**src/tcb_pkg.sv**
```systemverilog
// tcb_pkg: shared types, constants and geometry of the text console buffer
// used by tcb_front, tcb_back and the top level; no dependencies
package tcb_pkg;

  localparam int unsigned Cols = 80;
  localparam int unsigned Rows = 25;
  localparam int unsigned Cells = Cols * Rows;
  localparam int unsigned AddrW = $clog2(Cells);
  localparam int unsigned ColW = 7;
  localparam int unsigned RowW = 5;
  localparam int unsigned HwW = 11;
  localparam int unsigned CellW = 16;
  localparam int unsigned QDepth = 2;

  localparam logic [7:0] Space = 8'h20;
  localparam logic [CellW-1:0] ResetCell = 16'h0720;

  // request codes
  localparam logic [2:0] ReqPut = 3'd0;
  localparam logic [2:0] ReqPutXy = 3'd1;
  localparam logic [2:0] ReqGoto = 3'd2;
  localparam logic [2:0] ReqFill = 3'd3;
  localparam logic [2:0] ReqClear = 3'd4;
  localparam logic [2:0] ReqRead = 3'd5;

  // register indexes
  localparam logic [1:0] RegFg = 2'd0;
  localparam logic [1:0] RegBg = 2'd1;
  localparam logic [1:0] RegCurEn = 2'd2;

  // classified request passed from front to back
  typedef struct packed {
    logic [2:0]      req;
    logic [ColW-1:0] x;
    logic [RowW-1:0] y;
    logic [ColW-1:0] ex;
    logic [RowW-1:0] ey;
    logic [7:0]      ch;
  } cmd_t;

  typedef struct packed {
    logic [ColW-1:0]  col;
    logic [RowW-1:0]  row;
    logic [HwW-1:0]   hw;
    logic [CellW-1:0] data;
  } res_t;

endpackage

```
**src/tcb_front.sv**
```systemverilog
// tcb_front: accepts requests, clamps and clips positions, queues commands
// depends on tcb_pkg
module tcb_front import tcb_pkg::*; (
  input  logic        clk_i,
  input  logic        rst_ni,
  input  logic        in_valid_i,
  output logic        in_ready_o,
  input  logic [2:0]  req_type_i,
  input  logic signed [7:0] pos_x_i,
  input  logic signed [7:0] pos_y_i,
  input  logic [6:0]  end_x_i,
  input  logic [6:0]  end_y_i,
  input  logic [7:0]  char_code_i,
  output logic        cmd_valid_o,
  input  logic        cmd_ready_i,
  output cmd_t        cmd_o
);

  cmd_t q_mem_q [QDepth];
  logic q_wp_q, q_rp_q;
  logic [1:0] q_cnt_q;
  cmd_t c;
  logic push, pop;

  // clamp and clip
  always_comb begin
    c = '0;
    c.req = req_type_i;
    c.ch  = char_code_i;
    if (pos_x_i < 0) c.x = '0;
    else if (pos_x_i >= $signed(9'(Cols))) c.x = ColW'(Cols - 1);
    else c.x = ColW'(pos_x_i);
    if (pos_y_i < 0) c.y = '0;
    else if (pos_y_i >= $signed(9'(Rows))) c.y = RowW'(Rows - 1);
    else c.y = RowW'(pos_y_i);
    c.ex = (end_x_i > 7'(Cols)) ? ColW'(Cols) : ColW'(end_x_i);
    c.ey = (end_y_i > 7'(Rows)) ? RowW'(Rows) : RowW'(end_y_i);
  end

  assign in_ready_o  = (q_cnt_q != 2'(QDepth));
  assign push        = in_valid_i && in_ready_o;
  assign cmd_valid_o = (q_cnt_q != 2'd0);
  assign pop         = cmd_valid_o && cmd_ready_i;
  assign cmd_o       = q_mem_q[q_rp_q];

  // command queue
  always_ff @(posedge clk_i or negedge rst_ni) begin
    if (!rst_ni) begin
      q_wp_q  <= 1'b0;
      q_rp_q  <= 1'b0;
      q_cnt_q <= '0;
    end else begin
      if (push) q_wp_q <= ~q_wp_q;
      if (pop) q_rp_q <= ~q_rp_q;
      q_cnt_q <= q_cnt_q + 2'(push) - 2'(pop);
    end
  end

  always_ff @(posedge clk_i) begin
    if (push) q_mem_q[q_wp_q] <= c;
  end

`ifndef SYNTHESIS
  a_no_over: assert property (@(posedge clk_i) disable iff (!rst_ni)
    q_cnt_q <= 2'(QDepth)) else $error("queue overflow");
  a_cnt: assert property (@(posedge clk_i) disable iff (!rst_ni)
    push && !pop |=> q_cnt_q == $past(q_cnt_q) + 2'd1) else $error("count slip");
  a_clamp: assert property (@(posedge clk_i) disable iff (!rst_ni)
    push |-> c.x < ColW'(Cols) && c.y < RowW'(Rows)) else $error("clamp");
`endif

endmodule

```
**config.mk**
```make
export PLATFORM = sky130hd
export DESIGN_NAME = tcb_front
export DESIGN_NICKNAME = d
export VERILOG_FILES = /design/src/tcb_pkg.sv /design/src/tcb_front.sv
export SDC_FILE = /design/constraint.sdc
export NUM_CORES = 1
export LEC_CHECK = 0
export BUFFER_PORTS_ARGS = -buffer_cell sky130_fd_sc_hd__buf_2
export CAP_MARGIN = 40
export CORE_UTILIZATION = 56
export CTS_CLUSTER_SIZE = 12
export DETAILED_ROUTE_END_ITERATION = 8
export PLACE_DENSITY = 0.84
export SETUP_SLACK_MARGIN = 0.2
export SYNTH_ARGS = -nofsm -noshare
export SYNTH_HDL_FRONTEND = slang
export SYNTH_SLANG_ARGS = --single-unit
export TNS_END_PERCENT = 5
```
**constraint.sdc**
```tcl
create_clock -name clk_i -period 4.95 [get_ports clk_i]
set_input_delay 0.7425 -clock clk_i [delete_from_list [all_inputs] [get_ports clk_i]]
set_output_delay 0.7425 -clock clk_i [all_outputs]
set_load 0.02 [all_outputs]
```
* After elaboration in Yosys (flattened, before gate mapping)
Memory sizes are Yosys's and may differ from the RTL's.
Index checks and enable logic that the tools add are counted.
Widths: inputs -> output; s select.
** Cells by class
- Bitwise logic cells :: 2
- Add/subtract/negate cells :: 2
- Muxes and demuxes :: 8
- Reductions and logical operators :: 3
- Order comparisons :: 6
- Equality and inequality tests :: 1
** Operators with widths (count)
- $mux 7 :: 3
- $lt 8x1->1 const B :: 2
- $mux 5 :: 3
- $ge 8x6->1 const B :: 1
- $ge 8x8->1 const B :: 1
- $gt 7x5->1 const B :: 1
- $gt 7x7->1 const B :: 1
- $add 2x1->2 :: 1
- $logic_and 1x1->1 :: 2
- $mux 1 :: 2
- $ne 2x2->1 const B :: 1
- $not 1->1 :: 2
- $reduce_bool 2->1 :: 1
- $sub 2x1->2 :: 1
** Storage, ports and cells
- Register bits :: 4
- Word-level logic and storage cells :: 26
- Output and inout bits :: 37
- Bits in writable memories :: 70
- Memories :: 1
- Input port bits :: 45
** Memory list
- q_mem_q :: depth 2, bits a word 35, rd ports 1, clocked after Yosys merged registers in 0, wr ports 1, line tcb_front.sv:19 : cmd_t q_mem_q [QDepth];

* Longest topological paths before layout
Gate-level depths: netlist of the first run.
- Depth in word-level cells :: 4
- Mapped depth :: 7
- Mapped depth without buffers :: 7

* Worst setup path after synthesis of the first run
OpenSTA, ideal clock, no wires.
- Path kind :: in2reg
- Start point :: input port in_valid_i
- End point :: memory q_mem_q[0][0] in the netlist's numbering, enable pin
- Data required time :: 4.523 ns
- Arrival :: 2.323 ns
- Library setup time :: 0.427 ns
- Buffers on the path :: 0
- Stages :: 2
- Path slack :: 2.200 ns
- Cells stage by stage :: nand2_1 > nor2_1
** Between the ends
- Cells in the longest elaborated chain, start to end :: 3
** Ends and longest elaborated chain
- start: declaration :: line tcb_front.sv:6 : input logic in_valid_i,
- $logic_and 1x1->1 :: line tcb_front.sv:41 : assign push = in_valid_i && in_ready_o;
- $mux 1 :: line tcb_front.sv:60 : if (push) q_mem_q[q_wp_q] <= c;
- $mux 1 (implied by the code) :: line tcb_front.sv:60
- end: declaration :: line tcb_front.sv:19
No other way between the ends.

==> results.tsv, run 1 <==
stage	metric	value	unit
grt	vias in the first global route	1611	
route	residual DRC count	0	
logic_synthesis	sequential area share after synthesis	0.721	
place	placed insts	309	
clocking	clk_lat worst skew	0.33	ns
status	status	finished clean	
timing	slew margin rel.	0.457	
floorplan	# IOs	82	
worst_setup_path	FF-to-FF path depth	7	
place	Placed Area	3560	um^2
worst_setup_path	RR Endpoint	q_cnt_q[1]	
floorplan	Initial Util	0.591	
route	Detailed Routing Iterations Pass 1	4	
clocking	clock-pin slew on the worst setup and hold paths	0.07	ns
grt	initial antenna violation count	0	
route	final antenna-violating net count	0	
route	via count	1621	
timing	Final setup violation count	0	
route	final WL	4.81	mm
worst_setup_path	critical-path cell list	buf_12, mux2_2, buf_2	
timing	fin crit share	0.511	
worst_setup_path	crit-path max cell delay	0.67	ns
hold_path	Hold WC Path Type	input port to async pin	
finish	Total Nets Final	297	
worst_setup_path	CP max FO	22	
timing	Clock Skews	0.00700	ns
grt	grt ovf	0	
place	# port buffers	81	
grt	first-pass GRT wire length	7.22	mm
logic_synthesis	Synth Cell Area	3060	um^2
timing	final hold slack	0.202	ns
timing	RSZ-0062 raised after global routing	false	
worst_setup_path	worst reg2reg startpoint	q_cnt_q[1]	
finish	most common cell after layout, fill and taps aside	buf_2	
finish	layout cells sized above 1	0.537	
clocking	Clock Tree Root	clkbuf_8	
clocking	Post-CTS Setup Inserts	0	
job	total of max-cap violations	0	
logic_synthesis	Post-Synthesis Net Count	208	
timing	Worst-Margin Slew	0.815	ns
logic_synthesis	Mapped Cells	161	
clocking	H-tree depth	3	
timing	fmax	0.395	GHz
logic_synthesis	Yosys top cell area share	0.688	
worst_setup_path	critical path class	register to primary output	
floorplan	area of the core	5170	um^2
power	pwr/cell area	587	nW/um^2
power	LEAKAGE	1.53	nW
logic_synthesis	Avg Synthesized Cell Area	19.0	um^2
worst_setup_path	Slowest-stage cell, CP	dfrtp_2	
worst_setup_path	CP Data Required Time	4.21	ns
timing	final hold violations	0	
timing	Setup TNS	0	ns
clocking	clock buffer depth	2	
floorplan	full die area	5760	um^2
floorplan	die width	75.9	um
finish	Synth-to-Final Area Change	23.4	%
clocking	CTS tree	yes	
logic_synthesis	post-synth top area cell	edfxtp_1	
finish	Non-Filler Instances	325	
timing	minimum clock period	2.53	ns
grt	GRT Overall Usage	0.186	
place	DP HPWL	3.38	mm
worst_setup_path	crit start category	register	
clocking	Clock Sinks	74	
clocking	post-cts resize count	0	
finish	ant diodes	0	
logic_synthesis	Yosys reg bits	74	
power	maximum vdd drop	345	uV
logic_synthesis	top post-synthesis cells by area	edfxtp_1, mux2_4, dfrtp_1	
finish	Design Area, Final	3770	um^2
worst_setup_path	Crit. End Element	primary output	
worst_setup_path	Reg2Reg Setup Slack	3.28	ns
timing	Final Max Slew Viols	0	
clocking	CTS Buf Count	9	
route	Avg WL per Cell	14.8	um
logic_synthesis	distinct cell type count after synthesis	27	
floorplan	Site Rows	26	
grt	largest net degree at the start of global routing	36	
logic_synthesis	YS warnings	0	
clocking	# hold bufs at CTS	0	
route	1st-iter DRT viols	70	
finish	commonest cells after routing, fill and taps aside	buf_2, edfxtp_1, mux2_4	
route	vias per std cell	4.99	
floorplan	Die Y	75.9	um
worst_setup_path	Worst Path Arrival	1.79	ns
place	global placement routability congestion	0.711	
how the worst max path moves through the flow:
stage | startpoint | end | depth (start not counted)
2_1_floorplan | in_valid_i | q_mem_q[0][0] | 2
3_3_place_gp | q_rp_q | cmd_o[0] | 2
3_5_place_dp | q_rp_q | cmd_o[0] | 3
4_1_cts | q_rp_q | cmd_o[0] | 3
5_1_grt | q_rp_q | cmd_o[0] | 3
6_report | q_rp_q | cmd_o[0] | 3
where the power goes:
| part | total, mW | switching, mW | internal (mW) |
|---|---|---|---|
| logic | 0.787 | 0.417 | 0.370 |
| registers | 0.935 | 0.0743 | 0.860 |
| clock network | 0.492 | 0.195 | 0.297 |
worst max-delay path: cells and delay by family (launching register included):
family                 cells  cell delay (ns)
muxes                      1             0.36
DFF                        1             0.67
buffers and inverters      2             0.42
routing by layer:
layer / track usage / up-vias / part of all wire
li1: - / 786 / -
met5: 0 / - / 0
met3: 0.0503 / 9 / 0.063
met4: 0.111 / 0 / 0.017
met1: 0.206 / 765 / 0.40
met2: 0.320 / 61 / 0.52
metrics by stage:
stage / total power, mW / util / setup slack, ns
detailed placement: 1.75 / 0.688 / 2.76
CTS: 2.24 / 0.729 / 2.39
finish: 2.21 / 0.729 / 2.42
floorplan: 1.53 / - / 2.20
global placement: 1.70 / 0.679 / 2.56
global route: 2.32 / 0.729 / 2.33
cell usage after synthesis:
master     number
a2111oi_2       1
a21o_1          1
and2_1          7
and2_2          2
and2_4          1
and3_1          1
buf_6           4
clkbuf_1        1
dfrtp_1         4
edfxtp_1       70
ha_1            2
inv_1           1
mux2_2          6
mux2_4         29
nand2_1         1
nand2b_1        2
nor2_1         11
nor2b_1         2
nor3_1          3
nor3b_1         2
o211a_1         1
o21a_1          1
o21ai_0         1
or2_1           1
or3_1           2
xnor2_1         3
xor2_1          1
sequential cells by signal, indices dropped and copies added (netlist names):
name     flops
q_wp_q       1
q_cnt_q      2
q_mem_q     70
q_rp_q       1
area by class of cell:
type / count / area, um^2
Sequential cell: 74 / 2200
Inverter: 1 / 3.75
Multi-Input combinational cell: 81 / 810
Clock inverter: 3 / 63.8
Clock buffer: 13 / 149
Fill cell: 323 / 1400
Timing Repair Buffer: 83 / 453
Tap cell: 70 / 87.6
cells by family after synthesis:
group                    count (synthesis)  share of synthesized area
AO/OA/AOI/OAI                            5                     0.0147
flip-flops                              74                      0.721
adder cells (fa/ha/maj)                  2                    0.00819
buffers and inverters                    6                     0.0172
multiplexers                            35                      0.165
AND/OR/NAND/NOR                         35                     0.0631
XOR/XNOR                                 4                     0.0115
(Power assumes the default switching activity.)
==> run 2: changes to the inputs <==
ABC_AREA = 1   (was unset)
CORE_UTILIZATION = 47   (was 56)
PLACE_DENSITY = 0.75   (was 0.84)
clock period = 2.1 ns   (was 4.95 ns; I/O delays follow)
==> run 2 against run 1 <==
  * Largest cell class unchanged
  * Critical path type unchanged
  * Die area rose by 19%
  * Sequential cell count unchanged
  * Clock power increased by 130%
  * Clock skew down 0.0023 ns
==> results.tsv, run 2 <==
stage	metric	value	unit	change
logic_synthesis	post-synth top area cell	edfxtp_1		
timing	RSZ-0062 raised after global routing	false		
finish	most common cell after layout, fill and taps aside	nand2_1		
grt	GRT Overall Usage	0.172		-0.0135
grt	grt ovf	0		unchanged
finish	fillers	544		+68%
floorplan	Die Y	82.7	um	+9.0%
worst_setup_path	critical-path cell list	inv_4, nand2_1, nand2_1, buf_2		
logic_synthesis	distinct cell type count after synthesis	21		-22%
finish	Largest register FFs	70		unchanged
timing	fmax	0.579	GHz	
logic_synthesis	Avg Synthesized Cell Area	11.2	um^2	-41%
grt	largest net degree at the start of global routing	37		+2.8%
logic_synthesis	Post-synth top cells	nand2_1, edfxtp_1, inv_1		
timing	minimum clock period	1.73	ns	
hold_path	Hold WC Path Type	input port to register		
clocking	Clock Tree Root	clkbuf_8		
finish	Biggest register	q_mem_q		
worst_setup_path	CP startpoint	q_rp_q		
logic_synthesis	Mapped Cells	273		+70%
place	DP HPWL	3.71	mm	+9.7%
floorplan	die width	82.7	um	+9.0%
timing	Final setup violation count	0		unchanged
worst_setup_path	CP max FO	36		+64%
worst_setup_path	crit-path max cell delay	0.42	ns	-0.25 ns
place	global placement routability congestion	0.750		+5.5%
worst_setup_path	WP buf/inv	2		unchanged
worst_setup_path	crit start category	register		
floorplan	area of the core	6310	um^2	+22%
grt	first-pass GRT wire length	8.42	mm	+17%
route	final antenna-violating net count	0		unchanged
logic_synthesis	Post-Synthesis Net Count	320		+54%
clocking	Clock Sinks	74		unchanged
clocking	H-tree depth	3		unchanged
logic_synthesis	sequential area share after synthesis	0.720		-0.00118
timing	final hold violations	0		unchanged
floorplan	# IOs	82		unchanged
timing	Final Max Slew Viols	0		unchanged
logic_synthesis	Post-synth EDFFs	70		unchanged
worst_setup_path	critical path class	register to primary output		
grt	vias in the first global route	1895		+18%
route	residual DRC count	0		unchanged
worst_setup_path	Worst Path Arrival	1.41	ns	-0.38 ns
route	1st-iter DRT viols	95		+36%
worst_setup_path	most frequent CP cell	nand2_1		
logic_synthesis	cell with the most instances after synthesis	nand2_1		
logic_synthesis	Yosys top cell area share	0.687		-0.00113
finish	Synth-to-Final Area Change	23.3	%	about the same
floorplan	full die area	6840	um^2	+19%
worst_setup_path	Slowest-stage cell, CP	dfrtp_1		
job	total of max-cap violations	0		unchanged
timing	Setup TNS	0	ns	unchanged
power	LEAKAGE	1.75	nW	+14%
finish	Top Registers	q_mem_q: 70 flops, q_cnt_q: 2 flops		
clocking	CTS Buf Count	9		unchanged
power	pwr/cell area	1370	nW/um^2	+130%
timing	slew margin rel.	0.676		+0.220
clocking	CTS tree	yes		
clocking	post-cts resize count	0		unchanged
logic_synthesis	top post-synthesis cells by area	edfxtp_1, nand2_1, inv_1		
finish	commonest cells after routing, fill and taps aside	nand2_1, buf_2, edfxtp_1		
logic_synthesis	Most used DFF post-synth	edfxtp_1		
worst_setup_path	CP Data Required Time	1.78	ns	-2.43 ns
finish	Util after Layout	0.598		-0.131
route	via count	2114		+30%
route	vias per std cell	4.76		-4.5%
route	Avg WL per Cell	12.6	um	-15%
timing	fin crit share	0.822		
worst_setup_path	crit-path leading delay family	buffers and inverters		
status	status	finished clean		
finish	Total Nets Final	409		+38%
finish	Non-Filler Instances	444		+37%
power	maximum vdd drop	650	uV	+88%
grt	initial antenna violation count	0		unchanged
clocking	clk_lat worst skew	0.33	ns	about the same
finish	ant diodes	0		unchanged
logic_synthesis	Yosys reg bits	74		unchanged
clocking	clock buffer depth	2		unchanged
hold_path	Worst Min Path Start	req_type_i[0]		
route	Detailed Routing Iterations Pass 1	4		unchanged
floorplan	Site Rows	29		+12%
timing	Worst-Margin Slew	0.485	ns	-0.330 ns
clocking	clock-pin slew on the worst setup and hold paths	0.08	ns	about the same
finish	layout cells sized above 1	0.286		-0.251
logic_synthesis	Synth Cell Area	3060	um^2	+0.16%
logic_synthesis	YS warnings	0		unchanged
worst_setup_path	Crit. End Element	primary output		
timing	Clock Skews	0.00472	ns	-0.00229 ns
place	placed insts	427		+38%
logic_synthesis	ys async rst share	0.0541		unchanged
place	# port buffers	81		unchanged
floorplan	Initial Util	0.485		-0.106
worst_setup_path	worst reg2reg startpoint	q_cnt_q[1]		
route	final WL	5.58	mm	+16%
## run 2: where the power goes
group	switching, mW	total (mW)	internal [mW]
Clock	0.492	1.15	0.661
Combinational	1.34	1.91	0.570
Sequential	0.0988	2.12	2.02
Total	1.93	5.18	3.25
## run 2: final timing paths
path	to	slack [ns]	cells past startpoint
min in group asynchronous	q_cnt_q[1]	0.31	2
max in group asynchronous	q_rp_q	1.68	2
min	q_mem_q[0][32]	0.17	1
min reg2reg	q_cnt_q[0]	0.52	1
max	cmd_o[23]	0.37	4
max reg2reg	q_cnt_q[1]	0.49	7
## run 2: kinds of logic (layout without fill, tap and decap cells)
logic type                 Yosys count  count (layout)  share of synthesized area
xor gates and xnor gates             3               3                    0.00859
and+or+nand+nor                    145             145                      0.183
adders and majority gates            2               2                    0.00818
AOI/OAI and AO/OA                   12              12                     0.0229
DFF                                 74              74                      0.720
buffers and inverters               37             131                     0.0581
## run 2: worst reg2reg max path, stage by stage, from the launching register on
cell and delay [ns]:
dfrtp_1 0.39, nand2_1 0.11, nand2_1 0.16, ha_1 0.34, inv_1 0.04, ha_1 0.18
xnor2_1 0.16, xor2_1 0.16
## run 2: what timing repair did
item                                   4_1_cts  5_1_grt
setup buffers                                0        0
endpoints found under the hold margin        4        0
hold buffers                                 1        0
## run 2: area by class of cell
| type | count | area (um^2) | share of cell area |
|---|---|---|---|
| Inverter | 29 | 111 | 0.0295 |
| Clock buffer | 10 | 128 | 0.0338 |
| Sequential cell | 74 | 2200 | 0.584 |
| Tap cell | 77 | 96.3 | 0.0255 |
| Clock inverter | 6 | 81.3 | 0.0216 |
| Multi-Input combinational cell | 162 | 696 | 0.184 |
| Timing Repair Buffer | 86 | 458 | 0.121 |
## run 2: routing by layer
layer  up-vias  global-route usage  wire length (um)
met5         -                   0                 0
met4         0               0.102                57
met3         5              0.0407               272
met2        51               0.292              3000
met1       999               0.198              2250
li1       1059                   -                 -
## run 2: metrics by stage
| stage | cell area [um^2] | worst slack [ns] | total power, mW | hold WS [ns] |
|---|---|---|---|---|
| finish | 3770 | 0.373 | 5.18 | 0.167 |
| global route | 3770 | 0.233 | 5.50 | 0.156 |
| CTS | 3770 | 0.317 | 5.25 | 0.147 |
| detailed placement | 3550 | 0.497 | 4.10 | 0.125 |
| global placement | 3550 | 0.582 | 4.03 | 0.122 |
| floorplan | 3070 | 0.0252 | 3.47 | 0.0194 |
